## src/hw/rtl/assert_macros.svh

```systemverilog
// assertion macros used by the top-level rtl file
`ifndef ASSERT_MACROS_SVH
`define ASSERT_MACROS_SVH
`ifndef SYNTHESIS
`define LRUKD_ASSERT(lbl, prop, msg) \
  lbl: assert property (@(posedge clk) disable iff (rst) prop) else $error(msg);
`define LRUKD_NEVER(lbl, expr, msg) \
  lbl: assert property (@(posedge clk) disable iff (rst) !(expr)) else $error(msg);
`else
`define LRUKD_ASSERT(lbl, prop, msg)
`define LRUKD_NEVER(lbl, expr, msg)
`endif
`endif

```

## src/hw/rtl/lrukd_pkg.sv

```systemverilog
// types, codes and defaults of the keyed cache directory
`timescale 1ns / 1ps
package lrukd_pkg;
  localparam int MAX_ENTRIES_DEF = 16;

  localparam logic [2:0] OP_LOOKUP  = 3'd0;
  localparam logic [2:0] OP_INSERT  = 3'd1;
  localparam logic [2:0] OP_PURGE   = 3'd2;
  localparam logic [2:0] OP_FLUSH   = 3'd3;
  localparam logic [2:0] OP_COMPACT = 3'd4;

  localparam logic [1:0] ST_OK     = 2'd0;
  localparam logic [1:0] ST_MISS   = 2'd1;
  localparam logic [1:0] ST_REFUSE = 2'd2;

  localparam logic [1:0] CFG_ENTRY_LIMIT = 2'd0;
  localparam logic [1:0] CFG_BYTE_BUDGET = 2'd1;
  localparam logic [1:0] CFG_EXPIRE_AGE  = 2'd2;

  localparam logic [4:0]  ENTRY_LIMIT_RST = 5'd16;
  localparam logic [31:0] BYTE_BUDGET_RST = 32'd262144;
  localparam logic [31:0] EXPIRE_AGE_RST  = 32'(60 * 60 * 1000);

  typedef struct packed {
    logic [2:0]         operation;
    logic signed [15:0] family_key;
    logic signed [15:0] point_size;
    logic signed [15:0] style_bits;
    logic signed [15:0] device_key;
    logic [23:0]        data_bytes;
    logic [31:0]        time_now;
  } in_t;

  typedef struct packed {
    logic [1:0]  status;
    logic [3:0]  hit_slot;
    logic [4:0]  evicted_count;
    logic [4:0]  entry_count;
    logic [31:0] total_bytes;
    logic [31:0] hit_total;
    logic [31:0] miss_total;
  } out_t;

  typedef struct packed {
    logic        valid;
    logic [15:0] family;
    logic [15:0] size;
    logic [15:0] style;
    logic [15:0] device;
    logic [23:0] bytes;
    logic [31:0] last_used;
    logic [31:0] order;
  } entry_t;
endpackage

```

## src/hw/rtl/lrukd_cell.sv

```systemverilog
// one directory entry in the rotating row of cells
`timescale 1ns / 1ps
module lrukd_cell (
  input  logic              clk,
  input  logic              rst,
  input  logic              shift,
  input  logic              clear,
  input  lrukd_pkg::entry_t din,
  output lrukd_pkg::entry_t dout
);
  lrukd_pkg::entry_t q;

  always_ff @(posedge clk) begin
    if (rst) begin
      q.valid <= 1'b0;
    end else if (clear) begin
      q.valid <= 1'b0;
    end else if (shift) begin
      q.valid <= din.valid;
    end
    if (shift) begin
      q.family    <= din.family;
      q.size      <= din.size;
      q.style     <= din.style;
      q.device    <= din.device;
      q.bytes     <= din.bytes;
      q.last_used <= din.last_used;
      q.order     <= din.order;
    end
  end

  assign dout = q;
endmodule

```

## src/hw/rtl/lru_keyed_cache_directory_top.sv

```systemverilog
// keyed cache directory with lru replacement, top level
// Entries sit in a ring of MAX_ENTRIES cells that rotates one place per cycle
// during a pass; a controller at the head examines or rewrites one entry per
// cycle, and the ring is back in place after each pass. Lookup makes a scan
// pass and an update pass, purge and compact one pass each, flush and unused
// codes go straight to the result; insert makes k+1 scan passes, where k is the
// number of entries evicted to make room for the bytes, then a placing pass.
// The result appears on result for one cycle with result_valid; it cannot be
// stalled. busy stays high from the accepted item until that result cycle
// ends. Configuration writes are always ready.
`timescale 1ns / 1ps
`include "assert_macros.svh"
module lru_keyed_cache_directory_top #(
  parameter int MAX_ENTRIES = lrukd_pkg::MAX_ENTRIES_DEF
) (
  input  logic             clk,
  input  logic             rst,
  input  logic             start,
  output logic             busy,
  input  lrukd_pkg::in_t   cmd,
  output logic             result_valid,
  output lrukd_pkg::out_t  result,
  input  logic             cfg_valid,
  output logic             cfg_ready,
  input  logic [1:0]       cfg_index,
  input  logic [31:0]      cfg_data
);
  localparam int IDX_W = $clog2(MAX_ENTRIES);
  localparam int CNT_W = $clog2(MAX_ENTRIES + 1);
  localparam logic [IDX_W-1:0] LAST_IDX = IDX_W'(MAX_ENTRIES - 1);

  typedef enum logic [8:0] {
    S_IDLE    = 9'b000000001,
    S_LK_SCAN = 9'b000000010,
    S_LK_UPD  = 9'b000000100,
    S_IN_SCAN = 9'b000001000,
    S_IN_DEC  = 9'b000010000,
    S_IN_PLACE= 9'b000100000,
    S_PURGE   = 9'b001000000,
    S_COMPACT = 9'b010000000,
    S_DONE    = 9'b100000000
  } state_t;

  state_t state, state_next;
  lrukd_pkg::in_t cmd_q, cmd_q_next;
  logic [IDX_W-1:0] idx, idx_next, best_idx, best_idx_next, victim, victim_next;
  logic [IDX_W-1:0] slot, slot_next;
  logic found, found_next, drop_pend, drop_pend_next, placed, placed_next;
  logic cmp_en, cmp_en_next;
  logic [31:0] best_lu, best_lu_next, best_age, best_age_next;
  logic [31:0] limit_time, limit_time_next;
  logic [CNT_W-1:0] evicted, evicted_next, held_count, held_count_next;
  logic [1:0] status, status_next;
  logic [31:0] held_bytes, held_bytes_next, seq, seq_next;
  logic [31:0] hits, hits_next, misses, misses_next;
  logic [4:0] entry_limit;
  logic [31:0] byte_budget, expire_age;

  lrukd_pkg::entry_t cell_q [MAX_ENTRIES];
  lrukd_pkg::entry_t head, head_mod;
  logic shift_en, flush_clr, drop_now, place_now, is_last, key_eq;
  logic [31:0] age, eff_limit, slot_wide, evicted_wide, count_wide;
  logic [32:0] need_bytes;

  assign head     = cell_q[0];
  assign is_last  = (idx == LAST_IDX);
  assign age      = seq - head.order;
  assign key_eq   = head.family == cmd_q.family_key && head.size == cmd_q.point_size &&
                    head.style == cmd_q.style_bits && head.device == cmd_q.device_key;
  assign need_bytes = {1'b0, held_bytes} + {9'b0, cmd_q.data_bytes};

  always_comb begin
    eff_limit = 32'(entry_limit);
    if (eff_limit == 32'd0) begin
      eff_limit = 32'd1;
    end else if (eff_limit > 32'(MAX_ENTRIES)) begin
      eff_limit = 32'(MAX_ENTRIES);
    end
  end

  genvar k;
  generate
    for (k = 0; k < MAX_ENTRIES; k++) begin : g_cell
      if (k == MAX_ENTRIES - 1) begin : g_tail
        lrukd_cell u_cell (
          .clk(clk), .rst(rst), .shift(shift_en), .clear(flush_clr),
          .din(head_mod), .dout(cell_q[k])
        );
      end else begin : g_body
        lrukd_cell u_cell (
          .clk(clk), .rst(rst), .shift(shift_en), .clear(flush_clr),
          .din(cell_q[k+1]), .dout(cell_q[k])
        );
      end
    end
  endgenerate

  always_comb begin
    state_next      = state;
    cmd_q_next      = cmd_q;
    idx_next        = idx;
    best_idx_next   = best_idx;
    victim_next     = victim;
    slot_next       = slot;
    found_next      = found;
    drop_pend_next  = drop_pend;
    placed_next     = placed;
    cmp_en_next     = cmp_en;
    best_lu_next    = best_lu;
    best_age_next   = best_age;
    limit_time_next = limit_time;
    evicted_next    = evicted;
    held_count_next = held_count;
    status_next     = status;
    held_bytes_next = held_bytes;
    seq_next        = seq;
    hits_next       = hits;
    misses_next     = misses;
    head_mod        = head;
    shift_en        = 1'b0;
    flush_clr       = 1'b0;
    drop_now        = 1'b0;
    place_now       = 1'b0;

    unique case (state)
      S_IDLE: begin
        if (start) begin
          cmd_q_next      = cmd;
          idx_next        = '0;
          found_next      = 1'b0;
          drop_pend_next  = 1'b0;
          placed_next     = 1'b0;
          evicted_next    = '0;
          slot_next       = '0;
          status_next     = lrukd_pkg::ST_OK;
          cmp_en_next     = cmd.time_now >= expire_age;
          limit_time_next = cmd.time_now - expire_age;
          unique case (cmd.operation)
            lrukd_pkg::OP_LOOKUP:  state_next = S_LK_SCAN;
            lrukd_pkg::OP_INSERT:  state_next = S_IN_SCAN;
            lrukd_pkg::OP_PURGE:   state_next = S_PURGE;
            lrukd_pkg::OP_COMPACT: state_next = S_COMPACT;
            lrukd_pkg::OP_FLUSH: begin
              flush_clr       = 1'b1;
              evicted_next    = held_count;
              held_count_next = '0;
              held_bytes_next = '0;
              state_next      = S_DONE;
            end
            default: state_next = S_DONE;
          endcase
        end
      end
      S_LK_SCAN: begin
        shift_en = 1'b1;
        if (head.valid && key_eq && (!found || age < best_age)) begin
          found_next    = 1'b1;
          best_idx_next = idx;
          best_age_next = age;
        end
        if (is_last) begin
          state_next = S_LK_UPD;
        end
      end
      S_LK_UPD: begin
        shift_en = 1'b1;
        if (found && idx == best_idx) begin
          head_mod.last_used = cmd_q.time_now;
        end
        if (is_last) begin
          if (found) begin
            hits_next = hits + 32'd1;
            slot_next = best_idx;
          end else begin
            misses_next = misses + 32'd1;
            status_next = lrukd_pkg::ST_MISS;
          end
          state_next = S_DONE;
        end
      end
      S_IN_SCAN: begin
        shift_en = 1'b1;
        if (drop_pend && idx == victim) begin
          drop_now = 1'b1;
        end else if (head.valid && (!found || head.last_used < best_lu ||
                     (head.last_used == best_lu && age < best_age))) begin
          found_next    = 1'b1;
          best_idx_next = idx;
          best_lu_next  = head.last_used;
          best_age_next = age;
        end
        if (is_last) begin
          state_next = S_IN_DEC;
        end
      end
      S_IN_DEC: begin
        found_next = 1'b0;
        idx_next   = '0;
        if (need_bytes > {1'b0, byte_budget}) begin
          if (held_count != '0) begin
            victim_next    = best_idx;
            drop_pend_next = 1'b1;
            evicted_next   = evicted + CNT_W'(1);
            state_next     = S_IN_SCAN;
          end else begin
            status_next = lrukd_pkg::ST_REFUSE;
            state_next  = S_DONE;
          end
        end else begin
          if (32'(held_count) >= eff_limit) begin
            victim_next    = best_idx;
            drop_pend_next = 1'b1;
            evicted_next   = evicted + CNT_W'(1);
          end else begin
            drop_pend_next = 1'b0;
          end
          state_next = S_IN_PLACE;
        end
      end
      S_IN_PLACE: begin
        shift_en = 1'b1;
        drop_now = drop_pend && idx == victim;
        if ((!head.valid || drop_now) && !placed) begin
          place_now   = 1'b1;
          placed_next = 1'b1;
          slot_next   = idx;
          seq_next    = seq + 32'd1;
        end
        if (is_last) begin
          if (!placed_next) begin
            status_next = lrukd_pkg::ST_REFUSE;
          end
          state_next = S_DONE;
        end
      end
      S_PURGE: begin
        shift_en = 1'b1;
        drop_now = head.valid && head.family == cmd_q.family_key;
        if (drop_now) begin
          evicted_next = evicted + CNT_W'(1);
        end
        if (is_last) begin
          state_next = S_DONE;
        end
      end
      S_COMPACT: begin
        shift_en = 1'b1;
        drop_now = cmp_en && head.valid && head.last_used < limit_time;
        if (drop_now) begin
          evicted_next = evicted + CNT_W'(1);
        end
        if (is_last) begin
          state_next = S_DONE;
        end
      end
      S_DONE: begin
        state_next = S_IDLE;
      end
      default: state_next = S_IDLE;
    endcase

    if (shift_en) begin
      idx_next = is_last ? '0 : idx + IDX_W'(1);
    end
    if (drop_now) begin
      head_mod.valid = 1'b0;
    end
    if (place_now) begin
      head_mod.valid     = 1'b1;
      head_mod.family    = cmd_q.family_key;
      head_mod.size      = cmd_q.point_size;
      head_mod.style     = cmd_q.style_bits;
      head_mod.device    = cmd_q.device_key;
      head_mod.bytes     = cmd_q.data_bytes;
      head_mod.last_used = cmd_q.time_now;
      head_mod.order     = seq + 32'd1;
    end
    if (drop_now || place_now) begin
      held_count_next = held_count - CNT_W'(drop_now) + CNT_W'(place_now);
      held_bytes_next = held_bytes - (drop_now ? {8'b0, head.bytes} : 32'd0)
                        + (place_now ? {8'b0, cmd_q.data_bytes} : 32'd0);
    end
  end

  always_ff @(posedge clk) begin
    if (rst) begin
      state      <= S_IDLE;
      held_count <= '0;
      held_bytes <= '0;
      seq        <= '0;
      hits       <= '0;
      misses     <= '0;
      found      <= 1'b0;
      drop_pend  <= 1'b0;
      placed     <= 1'b0;
      idx        <= '0;
    end else begin
      state      <= state_next;
      held_count <= held_count_next;
      held_bytes <= held_bytes_next;
      seq        <= seq_next;
      hits       <= hits_next;
      misses     <= misses_next;
      found      <= found_next;
      drop_pend  <= drop_pend_next;
      placed     <= placed_next;
      idx        <= idx_next;
    end
  end

  always_ff @(posedge clk) begin
    cmd_q      <= cmd_q_next;
    best_idx   <= best_idx_next;
    victim     <= victim_next;
    slot       <= slot_next;
    cmp_en     <= cmp_en_next;
    best_lu    <= best_lu_next;
    best_age   <= best_age_next;
    limit_time <= limit_time_next;
    evicted    <= evicted_next;
    status     <= status_next;
  end

  always_ff @(posedge clk) begin
    if (rst) begin
      entry_limit <= lrukd_pkg::ENTRY_LIMIT_RST;
      byte_budget <= lrukd_pkg::BYTE_BUDGET_RST;
      expire_age  <= lrukd_pkg::EXPIRE_AGE_RST;
    end else if (cfg_valid) begin
      unique case (cfg_index)
        lrukd_pkg::CFG_ENTRY_LIMIT: entry_limit <= cfg_data[4:0];
        lrukd_pkg::CFG_BYTE_BUDGET: byte_budget <= cfg_data;
        lrukd_pkg::CFG_EXPIRE_AGE:  expire_age  <= cfg_data;
        default: ;
      endcase
    end
  end

  assign cfg_ready    = 1'b1;
  assign busy         = (state != S_IDLE);
  assign result_valid = (state == S_DONE);
  assign slot_wide    = 32'(slot);
  assign evicted_wide = 32'(evicted);
  assign count_wide   = 32'(held_count);

  always_comb begin
    result.status        = status;
    result.hit_slot      = slot_wide[3:0];
    result.evicted_count = evicted_wide[4:0];
    result.entry_count   = count_wide[4:0];
    result.total_bytes   = held_bytes;
    result.hit_total     = hits;
    result.miss_total    = misses;
  end

  `LRUKD_ASSERT(a_count_range, held_count <= CNT_W'(MAX_ENTRIES), "entry count above capacity")
  `LRUKD_ASSERT(a_done_to_idle, result_valid |=> !busy, "busy after result")
  `LRUKD_ASSERT(a_start_busy, (start && !busy) |=> busy, "accepted item did not start")
  `LRUKD_ASSERT(a_status_code, result_valid |-> (status == lrukd_pkg::ST_OK || status == lrukd_pkg::ST_MISS || status == lrukd_pkg::ST_REFUSE), "bad status")
  `LRUKD_NEVER(a_refuse_placed, result_valid && placed && status == lrukd_pkg::ST_REFUSE, "placed item refused")
endmodule
```

## config.mk

```make
export PLATFORM = sky130hd
export DESIGN_NAME = lru_keyed_cache_directory_top
export DESIGN_NICKNAME = d
export VERILOG_FILES = /design/src/hw/rtl/lrukd_pkg.sv /design/src/hw/rtl/lrukd_cell.sv /design/src/hw/rtl/lru_keyed_cache_directory_top.sv
export VERILOG_INCLUDE_DIRS = /design/src /design/src/hw/rtl
export SDC_FILE = /design/constraint.sdc
export NUM_CORES = 2
export LEC_CHECK = 0
export ABC_CLOCK_PERIOD_IN_PS = 118800
export BUFFER_PORTS_ARGS = -buffer_cell sky130_fd_sc_hd__buf_2
export CELL_PAD_IN_SITES_DETAIL_PLACEMENT = 0
export CELL_PAD_IN_SITES_GLOBAL_PLACEMENT = 2
export CORE_UTILIZATION = 46
export CTS_CLUSTER_DIAMETER = 80
export DETAILED_ROUTE_END_ITERATION = 10
export GPL_ROUTABILITY_DRIVEN = 0
export PLACE_DENSITY_LB_ADDON = 0.1
export REMOVE_ABC_BUFFERS = 1
export SLEW_MARGIN = 15
export SYNTH_ARGS = -nofsm -noshare
export SYNTH_HDL_FRONTEND = slang
export SYNTH_SLANG_ARGS = --single-unit
```

## constraint.sdc

```tcl
create_clock -name clk -period 118.8 [get_ports clk]
set_clock_uncertainty 0.2 [all_clocks]
set_input_delay 23.76 -clock clk [delete_from_list [all_inputs] [get_ports clk]]
set_output_delay 23.76 -clock clk [all_outputs]
set_load 0.02 [all_outputs]
```

==> impl_metrics.ini <==
[outcome]
outcome = finished clean

[setup_path]
worst-path-buf-inv = 1
worst_path_dominant_cell_family = simple AND/OR/NAND/NOR gates
r2r-end = g_cell[6].g_body.u_cell.dout[112]$_DFFE_PP_
worst-endpoint-arrival_ns = 2.69
end_kind = primary output
crit_path_max_fanout = 5
critical_path.slowest_cell = sky130_fd_sc_hd__nor3b_1
timing.reg2reg.worst_path_depth = 11
crit_chain = nor3_4, nand3_1, nor3b_1, buf_2
worstSetupStartpointType = flop
cp.required_ns = 94.84
reg2reg_slack_ns = 109.79
r2r-start = state[6]$_SDFFE_PP0P_
cpPeakStageDelay_ns = 0.74
start_to_end_type_of_the_worst_setup_path = reg2out

[logic_synthesis]
syn-mean-instance-area_um2 = 17.8
syn-instance-count = 5796
synthArstFlopShare_pct = 0
yosys_most_used_dff = sky130_fd_sc_hd__edfxtp_1
area_leader_netlist = sky130_fd_sc_hd__edfxtp_1
ys_top_cells_by_area = sky130_fd_sc_hd__edfxtp_1 (78%), sky130_fd_sc_hd__dfxtp_1 (4.6%), sky130_fd_sc_hd__ha_1 (3.3%)
share_of_the_synthesized_area_in_the_top_cell_type_pct = 77.9
synth_seq_area_share_pct = 82.4
synth-warning-count = 0
synth_top_cells_by_count = sky130_fd_sc_hd__edfxtp_1 (2668), sky130_fd_sc_hd__nand2_1 (552), sky130_fd_sc_hd__inv_1 (315), sky130_fd_sc_hd__ha_1 (269), sky130_fd_sc_hd__nor2_1 (252)
synth.lib_cells_used.distinct = 96
syn_area_um2 = 103000
synth.most_common_cell = sky130_fd_sc_hd__edfxtp_1
synth_enable_flop_cells = 2668
ys_ff_latch = 2902

[final_layout]
area_delta_synth_final_pct = 14.7
utilization_pct = 53.1
finish.net_count = 6789
final_layout_size_suffix_gt1_share_pct = 12.9
finalNonFillerCells = 9538
fillcell_total = 17900

[timing]
setup_viol = 0
setup_total_negative_slack_ns = 0
maxSlewHeadroom_pct = 18.0
max_freq_mhz = 37.5
report.final.slew_viol_count = 0
timing.final.crit_share_pct = 22.4
grt_setup_unrepaired = no
final_hold_viol_count = 0
final.min_clock_period_ns = 26.65
worst-slew-pin-transition_ns = 1.23
hold-worst-slack_ns = 0.183

[floorplanning]
floorplan.die_area_um2 = 226000
fp.coreArea_um2 = 222000
die_x_um = 475
start_util_pct = 46.3
io-pin-count = 276
std_cell_rows = 173
die_height_um = 475

[clock_network]
cts_buffers = 313
cts_max_path_buffers = 4
hold_buf_cts = 0
post-cts-setup-buffer-count = 0
tritoncts = yes
cts.repair.resized = 0
clkLatencyLatePin_ns = 0.95
clkTransAtPathRegs_ns = 0.06
clk_root_buffer_cell = sky130_fd_sc_hd__clkbuf_16
ctsHtreeMaxLevel = 5
clock_sink_count = 2902

[power]
cellLeakagePower_nw = 41.0
p_clk_share_pct = 43.9
power.density_cell_area_nw_per_um2 = 18.1
comb_power_share_pct = 2.5
p_sw_share_pct = 20.1
p_switching_mw = 0.430
intPower_mw = 1.71
seqPwrFrac_pct = 53.6
ir_drop_uv = 12.2

[drt]
firstDrtPassIters = 5
wl_per_cell_um = 20.2
first_iter_violations = 3926
detail_route.drc_violations = 0
ant_nets = 0
via_count = 47300
post_drt_via_cell_ratio = 4.96
routed_wirelength_um = 193000

[global_route]
first_pass_grt_wire_length_um = 290000
grt_util_all_layers_pct = 17.2
antenna_found_initial = 28
first_global_vias = 46100
overflow = 0
largest_net_degree_at_the_start_of_global_routing = 219

[hold_path]
hold-path-cell-count = 0
hold_path_startpoint = g_cell[2].g_body.u_cell.dout[146]$_DFFE_PP_
timing.hold.worst.class = reg2reg
hold-path-endpoint = g_cell[1].g_body.u_cell.dout[146]$_DFFE_PP_

[placed_design]
numPlacedInstances = 8991
detailed_place_hpwl_um = 123000
portBuffers = 274

[flow_run]
drv_cap = 0
-- how the worst max path moves through the flow --
| stage | from | endpoint | cells past startpoint |
|---|---|---|---|
| after detailed placement | cmd[2] | cmp_en$_DFFE_PP_ | 12 |
| after CTS | state[0]$_SDFFE_PP1P_ | result_valid | 4 |
| after global placement | cmd[2] | cmp_en$_DFFE_PP_ | 12 |
| after floorplan | state[8]$_SDFFE_PP0P_ | state[3]$_SDFFE_PP0P_ | 10 |
| after global routing | state[0]$_SDFFE_PP1P_ | result_valid | 4 |
| final | state[0]$_SDFFE_PP1P_ | result_valid | 4 |
-- through the flow --
stage                     total power [mW]  cell area (µm²)  setup slack [ns]
after floorplan                       1.27           103000             57.90
after global placement                1.22           108000             91.68
after detailed placement              1.22           108000             91.67
after CTS                             2.17           118000             92.02
after global routing                  2.21           118000             91.95
final                                 2.14           118000             92.15
-- worst register-to-register path, cell delays in order, from the launching register on --
cell and delay, ns:
sky130_fd_sc_hd__dfxtp_1 0.41, sky130_fd_sc_hd__nor2b_1 0.53, sky130_fd_sc_hd__o21ai_0 0.35, sky130_fd_sc_hd__and3_1 0.32, sky130_fd_sc_hd__nand2_4 0.72, sky130_fd_sc_hd__buf_12 0.71
sky130_fd_sc_hd__buf_12 1.18, sky130_fd_sc_hd__buf_4 0.81, sky130_fd_sc_hd__buf_4 0.86, sky130_fd_sc_hd__buf_4 0.98, sky130_fd_sc_hd__buf_4 0.89, sky130_fd_sc_hd__buf_4 0.70
-- layer usage --
layer	part of all wire [%]	track usage, %	routed length [µm]
met1	47	24.7	89800
met3	4.1	3.17	7860
met2	46	26.3	88100
met4	3.5	6.44	6780
met5	0.025	0	49
-- area by class of cell --
cell class              instances  area, µm²  share of cell area [%]
flip-flops and latches       2902      84800                    71.9
well taps                    2975       3720                    3.15
inverters                     317       1200                    1.02
clock buffers                 377       8310                    7.04
clock inverters               164       1570                    1.33
repair buffers                319       1790                    1.52
multi-input cells            2478      16600                    14.0
diodes                          6       15.0                  0.0127
-- kinds of logic after synthesis --
family	share of synthesized area, %
mux	0.582
compound gates	3.94
other cells	0.00364
xor+xnor	2.36
fa+ha+maj	3.83
buf+inv	1.54
flops	82.4
simple gates	5.35
-- sequential cells by signal, summed over array words and instances, names as in the netlist, 9 cells and up --
| name | count |
|---|---|
| best_age | 32 |
| best_lu | 32 |
| byte_budget | 32 |
| cmd_q | 120 |
| expire_age | 32 |
| g_cell.g_body.u_cell.dout | 2295 |
| g_cell.g_tail.u_cell.dout | 153 |
| held_bytes | 32 |
| hits | 32 |
| limit_time | 32 |
| misses | 32 |
| seq | 32 |
| state | 9 |
-- layout by cell type (no fill, tap or decap), drive strengths merged, types with 22 or more instances in the layout --
cell type and n:
nor2 256, buf 318, xor2 143, mux2 31
nand2 553, inv 324, nand2b 28, clkbuf 378
bufinv 28, o21ai 155, clkinv 108, mux2i 25
or3 25, xnor2 134, and2 35, fa 28
dfxtp 234, nand4 59, nor2b 32, o21a 23
a211o 22, a21o 91, ha 269, a21oi 232
edfxtp 2668, nand3 63, and3 36, nor3 52
-- power groups by stage --
| stage | registers (mW) | clock network (mW) | logic (mW) |
|---|---|---|---|
| detailed placement | 1.17 | 0 | 0.0556 |
| finish | 1.15 | 0.939 | 0.0538 |
| global route | 1.15 | 1.01 | 0.0602 |
| CTS | 1.15 | 0.967 | 0.0557 |
| global placement | 1.17 | 0 | 0.0547 |
| floorplan | 1.23 | 0 | 0.0335 |
(Power assumes the default switching activity.)
